`src/rtl/core/chlg_pkg.sv`:
```
// Shared types, constants and microcode table of the core hotplug load governor.
package chlg_pkg;

  // Field and datapath widths
  localparam int unsigned CORE_W     = 7;
  localparam int unsigned MODE_W     = 3;
  localparam int unsigned MARGIN_W   = 7;
  localparam int unsigned TS_W       = 64;
  localparam int unsigned ACT_W      = 2;
  localparam int unsigned STAT_W     = 3;
  localparam int unsigned LOAD_W     = 13;
  localparam int unsigned CFG_IDX_W  = 3;
  localparam int unsigned CFG_DATA_W = 7;
  localparam int unsigned WALL_DW    = 32;
  localparam int unsigned MUL_AW     = WALL_DW + CORE_W;
  localparam int unsigned MUL_BW     = CORE_W;
  localparam int unsigned PROD_W     = MUL_AW + MUL_BW;
  localparam int unsigned SUM_W      = MUL_AW + 1;
  localparam int unsigned QUO_W      = 14;
  localparam int unsigned DIVR_W     = WALL_DW + QUO_W - 1;
  localparam int unsigned DIV_CNT_W  = 4;
  localparam int unsigned THR_W      = 17;
  localparam int unsigned REQ_W      = 2;
  localparam int unsigned STEP_W     = 4;

  localparam int unsigned MAX_CORES_DEF = 64;
  localparam int unsigned MIN_SHIFT     = 4;

  localparam logic [MUL_BW-1:0]    PERCENT      = MUL_BW'(100);
  localparam logic [LOAD_W-1:0]    LOAD_SAT     = '1;
  localparam logic [DIV_CNT_W-1:0] DIV_TOP_BIT  = DIV_CNT_W'(QUO_W - 1);

  // Register reset values
  localparam logic [CORE_W-1:0]   CORE_LIMIT_RST = CORE_W'(64);
  localparam logic [CORE_W-1:0]   POSSIBLE_RST   = CORE_W'(64);
  localparam logic [MARGIN_W-1:0] INC_MARGIN_RST = MARGIN_W'(80);
  localparam logic [MARGIN_W-1:0] DEC_MARGIN_RST = MARGIN_W'(40);

  typedef enum logic [CFG_IDX_W-1:0] {
    REG_ENABLED    = 3'd0,
    REG_CORE_LIMIT = 3'd1,
    REG_POSSIBLE   = 3'd2,
    REG_MODE       = 3'd3,
    REG_INC_MARGIN = 3'd4,
    REG_DEC_MARGIN = 3'd5
  } reg_idx_e;

  typedef enum logic [MODE_W-1:0] {
    MODE_PERFORMANCE  = 3'd0,
    MODE_POWERSAVE    = 3'd1,
    MODE_ONDEMAND     = 3'd2,
    MODE_CONSERVATIVE = 3'd3,
    MODE_OTHER        = 3'd4
  } mode_e;

  typedef enum logic [ACT_W-1:0] {
    ACT_NONE = 2'd0,
    ACT_UP   = 2'd1,
    ACT_DOWN = 2'd2
  } action_e;

  typedef enum logic [STAT_W-1:0] {
    ST_DISABLED  = 3'd0,
    ST_ABOVE_MAX = 3'd1,
    ST_BELOW_MIN = 3'd2,
    ST_INVALID   = 3'd3,
    ST_EVALUATED = 3'd4
  } status_e;

  typedef struct packed {
    logic                enabled;
    logic [CORE_W-1:0]   core_limit;
    logic [CORE_W-1:0]   possible_cores;
    logic [MODE_W-1:0]   governor_mode;
    logic [MARGIN_W-1:0] inc_margin;
    logic [MARGIN_W-1:0] dec_margin;
  } cfg_t;

  // Datapath micro-operations
  typedef enum logic [3:0] {
    UOP_NOP       = 4'd0,
    UOP_WINDOW    = 4'd1,
    UOP_CLASSIFY  = 4'd2,
    UOP_MUL_SPARE = 4'd3,
    UOP_MUL_CAP   = 4'd4,
    UOP_CHECK     = 4'd5,
    UOP_SCALE     = 4'd6,
    UOP_DIV       = 4'd7,
    UOP_THR_LO    = 4'd8,
    UOP_THR_HI    = 4'd9,
    UOP_DECIDE    = 4'd10,
    UOP_EMIT      = 4'd11
  } uop_e;

  // Sequencer jump conditions
  typedef enum logic [2:0] {
    JC_NEXT     = 3'd0,
    JC_IF_EARLY = 3'd1,
    JC_IF_BAD   = 3'd2,
    JC_IF_MORE  = 3'd3,
    JC_IF_HOLD  = 3'd4
  } jcond_e;

  typedef struct packed {
    uop_e              uop;
    jcond_e            cond;
    logic [STEP_W-1:0] target;
  } ctrl_t;

  typedef struct packed {
    logic early_exit;
    logic bad_sample;
    logic div_more;
    logic out_busy;
  } flags_t;

  // Program step addresses
  localparam logic [STEP_W-1:0] STEP_FIRST = 4'd0;
  localparam logic [STEP_W-1:0] STEP_DIV   = 4'd6;
  localparam logic [STEP_W-1:0] STEP_EMIT  = 4'd10;

  localparam ctrl_t CTRL_IDLE = '{uop: UOP_NOP, cond: JC_IF_HOLD, target: STEP_FIRST};

  // Microcode ROM: one control word per step
  function automatic ctrl_t chlg_ucode(input logic [STEP_W-1:0] step);
    ctrl_t w;
    w = CTRL_IDLE;
    unique case (step)
      4'd0:    w = '{uop: UOP_WINDOW,    cond: JC_NEXT,     target: STEP_FIRST};
      4'd1:    w = '{uop: UOP_CLASSIFY,  cond: JC_IF_EARLY, target: STEP_EMIT};
      4'd2:    w = '{uop: UOP_MUL_SPARE, cond: JC_NEXT,     target: STEP_FIRST};
      4'd3:    w = '{uop: UOP_MUL_CAP,   cond: JC_NEXT,     target: STEP_FIRST};
      4'd4:    w = '{uop: UOP_CHECK,     cond: JC_IF_BAD,   target: STEP_EMIT};
      4'd5:    w = '{uop: UOP_SCALE,     cond: JC_NEXT,     target: STEP_FIRST};
      4'd6:    w = '{uop: UOP_DIV,       cond: JC_IF_MORE,  target: STEP_DIV};
      4'd7:    w = '{uop: UOP_THR_LO,    cond: JC_NEXT,     target: STEP_FIRST};
      4'd8:    w = '{uop: UOP_THR_HI,    cond: JC_NEXT,     target: STEP_FIRST};
      4'd9:    w = '{uop: UOP_DECIDE,    cond: JC_NEXT,     target: STEP_FIRST};
      4'd10:   w = '{uop: UOP_EMIT,      cond: JC_IF_HOLD,  target: STEP_EMIT};
      default: w = CTRL_IDLE;
    endcase
    return w;
  endfunction

endpackage

```
`src/rtl/core/chlg_sequencer.sv`:
```
// Microcode sequencer: step counter, control ROM lookup and conditional jumps.
module chlg_sequencer
  import chlg_pkg::*;
(
  input  logic   clk_i,
  input  logic   rst_ni,
  input  logic   start_i,
  input  flags_t flags_i,
  output logic   ready_o,
  output ctrl_t  ctrl_o
);

  logic              busy_q, busy_d;
  logic [STEP_W-1:0] pc_q, pc_d;
  logic [STEP_W-1:0] pc_inc;
  ctrl_t             word;

  // Fetch the control word of the current step
  assign word    = chlg_ucode(pc_q);
  assign ctrl_o  = busy_q ? word : CTRL_IDLE;
  assign ready_o = !busy_q;
  assign pc_inc  = pc_q + STEP_W'(1);

  // Select the next step
  always_comb begin
    busy_d = busy_q;
    pc_d   = pc_q;
    if (!busy_q) begin
      if (start_i) begin
        busy_d = 1'b1;
        pc_d   = STEP_FIRST;
      end
    end else begin
      unique case (word.cond)
        JC_NEXT:     pc_d = pc_inc;
        JC_IF_EARLY: pc_d = flags_i.early_exit ? word.target : pc_inc;
        JC_IF_BAD:   pc_d = flags_i.bad_sample ? word.target : pc_inc;
        JC_IF_MORE:  pc_d = flags_i.div_more ? word.target : pc_inc;
        JC_IF_HOLD: begin
          if (flags_i.out_busy) begin
            pc_d = word.target;
          end else begin
            busy_d = 1'b0;
            pc_d   = STEP_FIRST;
          end
        end
        default: begin
          busy_d = 1'b0;
          pc_d   = STEP_FIRST;
        end
      endcase
    end
  end

  always_ff @(posedge clk_i or negedge rst_ni) begin
    if (!rst_ni) begin
      busy_q <= 1'b0;
      pc_q   <= STEP_FIRST;
    end else begin
      busy_q <= busy_d;
      pc_q   <= pc_d;
    end
  end

  // A new word starts the program at its first step
  a_start_first: assert property (@(posedge clk_i) disable iff (!rst_ni)
    start_i && !busy_q |=> busy_q && pc_q == STEP_FIRST)
    else $error("program did not start at its first step");

  // An idle sequencer drives no datapath operation
  a_idle_nop: assert property (@(posedge clk_i) disable iff (!rst_ni)
    !busy_q |-> ctrl_o.uop == UOP_NOP)
    else $error("datapath operation issued while idle");

  // Emitting into a free output register ends the program
  a_emit_ends: assert property (@(posedge clk_i) disable iff (!rst_ni)
    busy_q && word.cond == JC_IF_HOLD && !flags_i.out_busy |=> !busy_q)
    else $error("program did not end after emit");

endmodule

```
`src/rtl/core/chlg_datapath.sv`:
```
// Governor datapath: window, deltas, shared multiplier, serial divider, decision, output register.
module chlg_datapath
  import chlg_pkg::*;
#(
  parameter int unsigned MAX_CORES = MAX_CORES_DEF
) (
  input  logic                clk_i,
  input  logic                rst_ni,
  input  cfg_t                cfg_i,
  input  ctrl_t               ctrl_i,
  input  logic                in_load_i,
  input  logic [CORE_W-1:0]   online_cores_i,
  input  logic                sys_run_i,
  input  logic [TS_W-1:0]     idle_total_i,
  input  logic [TS_W-1:0]     wall_total_i,
  output flags_t              flags_o,
  output logic                out_valid_o,
  input  logic                out_ready_i,
  output logic [ACT_W-1:0]    action_o,
  output logic [STAT_W-1:0]   status_o,
  output logic [LOAD_W-1:0]   load_percent_o
);

  // Sample registers
  logic [CORE_W-1:0] cur_q;
  logic              run_q;
  logic [TS_W-1:0]   idle_in_q, wall_in_q;
  logic [TS_W-1:0]   last_idle_q, last_wall_q;
  logic [REQ_W-1:0]  shrink_q, grow_q;

  // Window registers
  logic [CORE_W-1:0] all_q, max_q, min_q;
  logic [REQ_W-1:0]  grow_need_q, shrink_need_q;

  // Arithmetic registers
  logic [WALL_DW-1:0]   wall_d_q, idle_d_q;
  logic [PROD_W-1:0]    mul_q;
  logic [SUM_W-1:0]     idle_sum_q;
  logic [MUL_AW-1:0]    diff_q;
  logic [PROD_W-1:0]    rem_q;
  logic [DIVR_W-1:0]    div_q;
  logic [QUO_W-1:0]     quo_q;
  logic [DIV_CNT_W-1:0] cnt_q;
  logic signed [THR_W-1:0] thr_lo_q, thr_hi_q;

  // Result and output registers
  logic [ACT_W-1:0]  res_action_q;
  logic [STAT_W-1:0] res_status_q;
  logic [LOAD_W-1:0] res_load_q;
  logic              out_valid_q;
  logic [ACT_W-1:0]  out_action_q;
  logic [STAT_W-1:0] out_status_q;
  logic [LOAD_W-1:0] out_load_q;

  // Window from configuration
  logic [CORE_W-1:0] all_w, lim_w, max_w, min_w;
  logic [REQ_W-1:0]  grow_need_w, shrink_need_w;

  always_comb begin
    all_w = (int'(cfg_i.possible_cores) > int'(MAX_CORES)) ? CORE_W'(MAX_CORES)
                                                            : cfg_i.possible_cores;
    lim_w = (cfg_i.core_limit > all_w) ? all_w : cfg_i.core_limit;
    max_w = lim_w;
    min_w = lim_w >> MIN_SHIFT;
    grow_need_w   = REQ_W'(1);
    shrink_need_w = REQ_W'(2);
    case (cfg_i.governor_mode)
      MODE_PERFORMANCE: min_w = lim_w;
      MODE_POWERSAVE:   max_w = lim_w >> MIN_SHIFT;
      MODE_ONDEMAND: begin
        grow_need_w   = REQ_W'(0);
        shrink_need_w = REQ_W'(2);
      end
      MODE_CONSERVATIVE: begin
        grow_need_w   = REQ_W'(1);
        shrink_need_w = REQ_W'(3);
      end
      default: ;
    endcase
  end

  // Classification of the sample against the window
  logic gate_off, above_max, below_min;
  assign gate_off  = !cfg_i.enabled || !run_q;
  assign above_max = cur_q > max_q;
  assign below_min = cur_q < min_q;

  // Shared multiplier
  logic [MUL_AW-1:0] mul_a;
  logic [MUL_BW-1:0] mul_b;
  logic [PROD_W-1:0] mul_p;

  always_comb begin
    mul_a = MUL_AW'(wall_d_q);
    mul_b = all_q - cur_q;
    case (ctrl_i.uop)
      UOP_MUL_CAP: mul_b = all_q;
      UOP_SCALE: begin
        mul_a = diff_q;
        mul_b = PERCENT;
      end
      default: ;
    endcase
  end
  assign mul_p = PROD_W'(mul_a) * PROD_W'(mul_b);

  // Sample check
  logic [SUM_W-1:0] cap_w;
  logic             bad_w;
  assign cap_w = SUM_W'(mul_q[MUL_AW-1:0]);
  assign bad_w = (wall_d_q == '0) || (cap_w < idle_sum_q);

  // Divider step
  logic             div_fit;
  logic [PROD_W-1:0] div_x;
  assign div_x   = PROD_W'(div_q);
  assign div_fit = rem_q >= div_x;

  // Threshold multiplier
  logic signed [THR_W-1:0] cm1, thr_b, thr_p;
  assign cm1   = $signed({{(THR_W-CORE_W){1'b0}}, cur_q}) - THR_W'(1);
  assign thr_b = (ctrl_i.uop == UOP_THR_HI)
               ? $signed(THR_W'(PERCENT))
               : $signed(THR_W'(PERCENT)) - $signed({{(THR_W-MARGIN_W){1'b0}}, cfg_i.dec_margin});
  assign thr_p = THR_W'(cm1 * thr_b);

  // Load comparison
  logic signed [THR_W-1:0] load_s;
  logic                    shrink_hit, grow_hit;
  assign load_s     = $signed({{(THR_W-QUO_W){1'b0}}, quo_q});
  assign shrink_hit = load_s < thr_lo_q;
  assign grow_hit   = load_s > thr_hi_q;

  logic out_busy;
  assign out_busy = out_valid_q && !out_ready_i;

  assign flags_o.early_exit = gate_off || above_max || below_min;
  assign flags_o.bad_sample = bad_w;
  assign flags_o.div_more   = cnt_q != '0;
  assign flags_o.out_busy   = out_busy;

  // Control state: sample history, request counters, output valid
  always_ff @(posedge clk_i or negedge rst_ni) begin
    if (!rst_ni) begin
      last_idle_q <= '0;
      last_wall_q <= '0;
      shrink_q    <= '0;
      grow_q      <= '0;
      out_valid_q <= 1'b0;
    end else begin
      unique case (ctrl_i.uop)
        UOP_CLASSIFY: begin
          if (!(gate_off || above_max || below_min)) begin
            last_idle_q <= idle_in_q;
            last_wall_q <= wall_in_q;
          end
        end
        UOP_DECIDE: begin
          if (shrink_hit) begin
            grow_q   <= '0;
            shrink_q <= (shrink_q < shrink_need_q) ? shrink_q + REQ_W'(1) : '0;
          end else begin
            shrink_q <= '0;
            if (grow_hit) begin
              grow_q <= (grow_q < grow_need_q) ? grow_q + REQ_W'(1) : '0;
            end
          end
        end
        default: ;
      endcase
      if (ctrl_i.uop == UOP_EMIT && !out_busy) begin
        out_valid_q <= 1'b1;
      end else if (out_ready_i) begin
        out_valid_q <= 1'b0;
      end
    end
  end

  // Payload registers
  always_ff @(posedge clk_i) begin
    if (in_load_i) begin
      cur_q     <= online_cores_i;
      run_q     <= sys_run_i;
      idle_in_q <= idle_total_i;
      wall_in_q <= wall_total_i;
    end
    unique case (ctrl_i.uop)
      UOP_WINDOW: begin
        all_q         <= all_w;
        max_q         <= max_w;
        min_q         <= min_w;
        grow_need_q   <= grow_need_w;
        shrink_need_q <= shrink_need_w;
      end
      UOP_CLASSIFY: begin
        res_load_q <= '0;
        wall_d_q   <= wall_in_q[WALL_DW-1:0] - last_wall_q[WALL_DW-1:0];
        idle_d_q   <= idle_in_q[WALL_DW-1:0] - last_idle_q[WALL_DW-1:0];
        if (gate_off) begin
          res_status_q <= ST_DISABLED;
          res_action_q <= ACT_NONE;
        end else if (above_max) begin
          res_status_q <= ST_ABOVE_MAX;
          res_action_q <= (cur_q != min_q) ? ACT_DOWN : ACT_NONE;
        end else if (below_min) begin
          res_status_q <= ST_BELOW_MIN;
          res_action_q <= (cur_q != max_q) ? ACT_UP : ACT_NONE;
        end
      end
      UOP_MUL_SPARE: mul_q <= mul_p;
      UOP_MUL_CAP: begin
        idle_sum_q <= SUM_W'(idle_d_q) + SUM_W'(mul_q[MUL_AW-1:0]);
        mul_q      <= mul_p;
      end
      UOP_CHECK: begin
        diff_q <= MUL_AW'(cap_w - idle_sum_q);
        if (bad_w) begin
          res_status_q <= ST_INVALID;
          res_action_q <= ACT_NONE;
        end
      end
      UOP_SCALE: begin
        rem_q <= mul_p;
        div_q <= {wall_d_q, {(QUO_W-1){1'b0}}};
        quo_q <= '0;
        cnt_q <= DIV_TOP_BIT;
      end
      UOP_DIV: begin
        if (div_fit) begin
          rem_q <= rem_q - div_x;
        end
        quo_q <= {quo_q[QUO_W-2:0], div_fit};
        div_q <= div_q >> 1;
        cnt_q <= cnt_q - DIV_CNT_W'(1);
      end
      UOP_THR_LO: thr_lo_q <= thr_p;
      UOP_THR_HI: thr_hi_q <= thr_p + $signed({{(THR_W-MARGIN_W){1'b0}}, cfg_i.inc_margin});
      UOP_DECIDE: begin
        res_status_q <= ST_EVALUATED;
        res_load_q   <= (quo_q > QUO_W'(LOAD_SAT)) ? LOAD_SAT : quo_q[LOAD_W-1:0];
        res_action_q <= ACT_NONE;
        if (shrink_hit) begin
          if (!(shrink_q < shrink_need_q) && cur_q != min_q) begin
            res_action_q <= ACT_DOWN;
          end
        end else if (grow_hit) begin
          if (!(grow_q < grow_need_q) && cur_q != max_q) begin
            res_action_q <= ACT_UP;
          end
        end
      end
      UOP_EMIT: begin
        if (!out_busy) begin
          out_action_q <= res_action_q;
          out_status_q <= res_status_q;
          out_load_q   <= res_load_q;
        end
      end
      default: ;
    endcase
  end

  assign out_valid_o    = out_valid_q;
  assign action_o       = out_action_q;
  assign status_o       = out_status_q;
  assign load_percent_o = out_load_q;

  // Only an evaluated word carries a load
  a_load_only_evaluated: assert property (@(posedge clk_i) disable iff (!rst_ni)
    out_valid_q && out_status_q != ST_EVALUATED |-> out_load_q == '0)
    else $error("load reported without evaluation");

  // A count above the window always takes a core down
  a_above_takes_down: assert property (@(posedge clk_i) disable iff (!rst_ni)
    out_valid_q && out_status_q == ST_ABOVE_MAX |-> out_action_q == ACT_DOWN)
    else $error("above-max word without remove action");

  // Division leaves a remainder below the wall delta
  a_div_remainder: assert property (@(posedge clk_i) disable iff (!rst_ni)
    ctrl_i.uop == UOP_DECIDE |-> rem_q < PROD_W'(wall_d_q))
    else $error("divider remainder out of range");

endmodule

```
`src/rtl/core/core_hotplug_load_governor.sv`:
```
// Top level of the core hotplug load governor: ports, configuration registers, word packing.
//
//  channel  | direction | handshake            | payload
//  ---------+-----------+----------------------+--------------------------------------------
//  s_axis   | in        | tvalid / tready      | tdata: online_cores, idle_total, wall_total
//           |           |                      | tuser: running flag
//  m_axis   | out       | tvalid / tready      | tdata: action, status, load_percent
//  cfg      | in        | cfg_valid / cfg_ready| cfg_index_i, cfg_data_i
//
// The microcode program of a sample word jumps from classification to the emit step when
// disabled or outside the core window, from the sample check when the sample is invalid,
// and else runs its 14-step restoring divider. The input is ready again the cycle after the
// program ends. The result sits in an output register; the final step waits there while a
// previous result is not taken. Reset is asynchronous, active low, with no clearing pass;
// configuration writes are taken in every cycle.
module core_hotplug_load_governor
  import chlg_pkg::*;
#(
  parameter int unsigned MAX_CORES = MAX_CORES_DEF
) (
  input  logic                  clk_i,
  input  logic                  rst_ni,
  // Sample input
  input  logic                  s_axis_tvalid,
  output logic                  s_axis_tready,
  // [6:0] online_cores, [70:7] idle_total, [134:71] wall_total, [135] zero
  input  logic [135:0]          s_axis_tdata,
  // [0] running flag
  input  logic                  s_axis_tuser,
  // Decision output
  output logic                  m_axis_tvalid,
  input  logic                  m_axis_tready,
  // [1:0] action, [4:2] status, [17:5] load_percent, [23:18] zero
  output logic [23:0]           m_axis_tdata,
  // Configuration writes
  input  logic                  cfg_valid_i,
  output logic                  cfg_ready_o,
  input  logic [CFG_IDX_W-1:0]  cfg_index_i,
  input  logic [CFG_DATA_W-1:0] cfg_data_i
);

  cfg_t   cfg_q;
  ctrl_t  ctrl;
  flags_t flags;
  logic   seq_ready;
  logic   in_accept;

  logic [ACT_W-1:0]  action;
  logic [STAT_W-1:0] status;
  logic [LOAD_W-1:0] load_percent;

  assign cfg_ready_o   = 1'b1;
  assign s_axis_tready = seq_ready;
  assign in_accept     = s_axis_tvalid && seq_ready;

  // Write configuration registers
  always_ff @(posedge clk_i or negedge rst_ni) begin
    if (!rst_ni) begin
      cfg_q.enabled        <= 1'b0;
      cfg_q.core_limit     <= CORE_LIMIT_RST;
      cfg_q.possible_cores <= POSSIBLE_RST;
      cfg_q.governor_mode  <= MODE_OTHER;
      cfg_q.inc_margin     <= INC_MARGIN_RST;
      cfg_q.dec_margin     <= DEC_MARGIN_RST;
    end else if (cfg_valid_i) begin
      unique case (cfg_index_i)
        REG_ENABLED:    cfg_q.enabled        <= cfg_data_i[0];
        REG_CORE_LIMIT: cfg_q.core_limit     <= cfg_data_i[CORE_W-1:0];
        REG_POSSIBLE:   cfg_q.possible_cores <= cfg_data_i[CORE_W-1:0];
        REG_MODE:       cfg_q.governor_mode  <= cfg_data_i[MODE_W-1:0];
        REG_INC_MARGIN: cfg_q.inc_margin     <= cfg_data_i[MARGIN_W-1:0];
        REG_DEC_MARGIN: cfg_q.dec_margin     <= cfg_data_i[MARGIN_W-1:0];
        default: ;
      endcase
    end
  end

  chlg_sequencer u_seq (
    .clk_i   (clk_i),
    .rst_ni  (rst_ni),
    .start_i (in_accept),
    .flags_i (flags),
    .ready_o (seq_ready),
    .ctrl_o  (ctrl)
  );

  chlg_datapath #(
    .MAX_CORES (MAX_CORES)
  ) u_dp (
    .clk_i            (clk_i),
    .rst_ni           (rst_ni),
    .cfg_i            (cfg_q),
    .ctrl_i           (ctrl),
    .in_load_i        (in_accept),
    .online_cores_i   (s_axis_tdata[6:0]),
    .sys_run_i        (s_axis_tuser),
    .idle_total_i     (s_axis_tdata[70:7]),
    .wall_total_i     (s_axis_tdata[134:71]),
    .flags_o          (flags),
    .out_valid_o      (m_axis_tvalid),
    .out_ready_i      (m_axis_tready),
    .action_o         (action),
    .status_o         (status),
    .load_percent_o   (load_percent)
  );

  // Pack the result word
  assign m_axis_tdata = {6'b0, load_percent, status, action};

endmodule

```
`config.mk`:
```
export PLATFORM = sky130hd
export DESIGN_NAME = core_hotplug_load_governor
export DESIGN_NICKNAME = d
export VERILOG_FILES = /design/src/rtl/core/chlg_pkg.sv /design/src/rtl/core/chlg_sequencer.sv /design/src/rtl/core/chlg_datapath.sv /design/src/rtl/core/core_hotplug_load_governor.sv
export SDC_FILE = /design/constraint.sdc
export NUM_CORES = 2
export LEC_CHECK = 0
export ABC_AREA = 1
export ABC_CLOCK_PERIOD_IN_PS = 8100
export BUFFER_PORTS_ARGS = -buffer_cell sky130_fd_sc_hd__buf_2
export CORE_UTILIZATION = 37
export CTS_CLUSTER_SIZE = 16
export DETAILED_ROUTE_END_ITERATION = 10
export GPL_TIMING_DRIVEN = 1
export PLACE_DENSITY = 0.52
export SLEW_MARGIN = 20
export SYNTH_ARGS = -nofsm -noshare
export SYNTH_HDL_FRONTEND = slang
export SYNTH_SLANG_ARGS = --single-unit
```
`constraint.sdc`:
```
create_clock -name clk_i -period 8.1 [get_ports clk_i]
set_clock_uncertainty 0.05 [all_clocks]
set_input_delay 0.405 -clock clk_i [delete_from_list [all_inputs] [get_ports clk_i]]
set_output_delay 0.405 -clock clk_i [all_outputs]
set_load 0.005 [all_outputs]
```
==> results.sh <==
export IMPL_slew_headroom=0.251
export IMPL_synth_seq_area_share=0.358
export IMPL_clk_pin_slew_ns=0.06
export IMPL_cts_tree="built"
export IMPL_synthTopCellsByArea="edfxtp_1 30%, fa_1 11%, ha_1 9.4%, nand2_1 8.9%, inv_1 7.6%"
export IMPL_synth_area_um2=45700
export IMPL_io_buffers=106
export IMPL_critPathSlowestCell="fa_1"
export IMPL_critPathMaxFanout=36
export IMPL_fin_nets=6538
export IMPL_yosys_area_top_type_share=0.300
export IMPL_drv_cap=0
export IMPL_synth_warnings=0
export IMPL_grt_start_max_net_pins=96
export IMPL_place_inst=7274
export IMPL_fin_cells=7474
export IMPL_insertion_delay_ns=0.66
export IMPL_rsz0062_at_grt="false"
export IMPL_via_per_inst=5.01
export IMPL_via_count=37468
export IMPL_hp_class="in -> reg"
export IMPL_cts_setup_buffers=0
export IMPL_place_gp_congestion=0.993
export IMPL_antenna_found_initial=5
export IMPL_dpl_worst_slack_ns=0.645
export IMPL_crit_type="reg -> reg"
export IMPL_worstPathArrival_ns=8.04
export IMPL_syn_mean_instance_area_um2=8.26
export IMPL_area_growth_pct=12.7
export IMPL_wl_per_cell_um=18.6
export IMPL_drv_slew=0
export IMPL_synth_seq_cells=562
export IMPL_antenna_left=0
export IMPL_pin_count=179
export IMPL_start_util=0.374
export IMPL_grt_pass1_vias=36874
export IMPL_core_area_um2=122000
export IMPL_die_width_um=353
export IMPL_critical_path_required_ns=8.57
export IMPL_grt_pass1_wl_um=215000
export IMPL_async_reset_ff_frac=0.189
export IMPL_max_stage_delay_ns=0.56
export IMPL_drt_total_wl_um=139000
export IMPL_layout_drive_gt1_share=0.0593
export IMPL_hpwl_um=115000
export IMPL_finalSetupTns_ns=0
export IMPL_synth_cell_types=58
export IMPL_status="completed"
export IMPL_setup_viol=0
export IMPL_rows=128
export IMPL_grtUsageTotal=0.223
export IMPL_grt_overflow=0
export IMPL_synth_edff_count=456
export IMPL_dieArea_um2=125000
export IMPL_crit_path_end_kind="register"
export IMPL_cts_root_buf="clkbuf_16"
export IMPL_synth_ff_type="edfxtp_1"
export IMPL_worstMarginPinSlew_ns=1.11
export IMPL_cts_hold_buf=74
export IMPL_fmax_mhz=132
export IMPL_hold_violations=0
export IMPL_crit_top_cell="inv_1"
export IMPL_fin_crit_sh=0.934
export IMPL_syn_inst=5533
export IMPL_drc=0
export IMPL_setup_ws_ns=0.532
export IMPL_drt_pass1_iterations=6
export IMPL_cts_sinks=562
export IMPL_htree_levels=3
export IMPL_drtIter0Drc=2812
export IMPL_cts_max_path_buffers=3
export IMPL_cts_made_buffers=69
export IMPL_synth_area_leader_cell="edfxtp_1"
export IMPL_die_h_um=353
export IMPL_cts_resized=0
export IMPL_cp_start_kind="register"
export IMPL_fin_crit_ns=7.57
## path summary, 6_finish.rpt
check,start,endpoint,slack [ns],cells after the start
max,u_seq.pc_q[0],u_dp.rem_q[36],0.53,28
min,s_axis_tvalid,u_seq.pc_q[3],0.07,4
max reg2reg,u_seq.pc_q[0],u_dp.rem_q[36],0.53,28
min reg2reg,u_dp.res_status_q[2],u_dp.status_o[2],0.35,0
max in group asynchronous,rst_ni,cfg_q[2],6.24,4
min in group asynchronous,rst_ni,u_dp.last_idle_q[29],0.18,2
## routing by layer
layer | wire (um) | vias up | track usage
met5 | 0 | - | 0
met4 | 3690 | 0 | 0.0648
met3 | 6450 | 144 | 0.0220
met2 | 61300 | 856 | 0.345
met1 | 67800 | 17964 | 0.329
li1 | - | 18504 | -
## kinds of logic after synthesis
logic type,Yosys count,synth area share
flops,562,0.358
buf+inv,1033,0.0876
mux,15,0.00334
other cells,2,0.000164
simple gates,2222,0.199
fa+ha+maj,592,0.203
xor+xnor,204,0.0391
compound gates,903,0.109
## sequential cells by signal, summed over array words and instances, names as in the netlist, 32 cells and up
name	cells
u_dp.idle_sum_q	40
u_dp.div_q	45
u_dp.idle_d_q	32
u_dp.mul_q	39
u_dp.diff_q	39
u_dp.rem_q	46
u_dp.wall_in_q	32
cfg_q	32
u_dp.last_wall_q	32
u_dp.wall_d_q	32
u_dp.last_idle_q	32
u_dp.idle_in_q	32
## cells in the mapped netlist (all sizes together) (21+ instances only)
library cell  number
o21ai            387
dfrtp             99
inv              954
xnor2             69
a21o              48
clkbuf            21
buf               57
a31oi             40
o21bai            39
a21oi            331
xor2             135
nor2             737
ha               342
nor3              67
nand4             60
fa               250
edfxtp           456
nand3            208
nand2           1083
## worst max-delay path: cells and delay by family (launching register included)
family / cells / cell delay, ns
xor+xnor: 1 / 0.50
flops: 1 / 0.50
compound gates: 5 / 1.06
fa+ha+maj: 6 / 2.69
simple gates: 8 / 1.06
buf+inv: 8 / 1.57
## stage by stage
| stage | utilization | area [um^2] | hold slack, ns |
|---|---|---|---|
| after floorplan | - | 45800 | 0.0594 |
| after global placement | 0.396 | 48400 | 0.269 |
| after detailed placement | 0.396 | 48400 | 0.276 |
| after CTS | 0.421 | 51500 | 0.0268 |
| after global routing | 0.421 | 51500 | 0.0679 |
| final | 0.421 | 51500 | 0.0658 |
## layout by cell type, fill, tap and decap left out, types with 135 or more instances in the layout
cell	n
ha_1	342
o21ai_0	353
nor2_1	726
inv_1	928
nand2_1	1078
edfxtp_1	456
a21oi_1	331
xor2_1	135
nand3_1	208
fa_1	250
## area by class of cell
| cell class | count | area (um^2) |
|---|---|---|
| Multi-Input combinational cell | 3971 | 25500 |
| Inverter | 955 | 3590 |
| Tap cell | 1625 | 2030 |
| Fill cell | 12375 | 70700 |
| Clock buffer | 89 | 1920 |
| Timing Repair Buffer | 235 | 1690 |
| Sequential cell | 562 | 16400 |
| Clock inverter | 36 | 405 |
| Antenna cell | 1 | 2.50 |
Power is left out: the tool's default activity adds up to more than one toggle a clock period on the data nets, which glitch-free logic cannot reach.
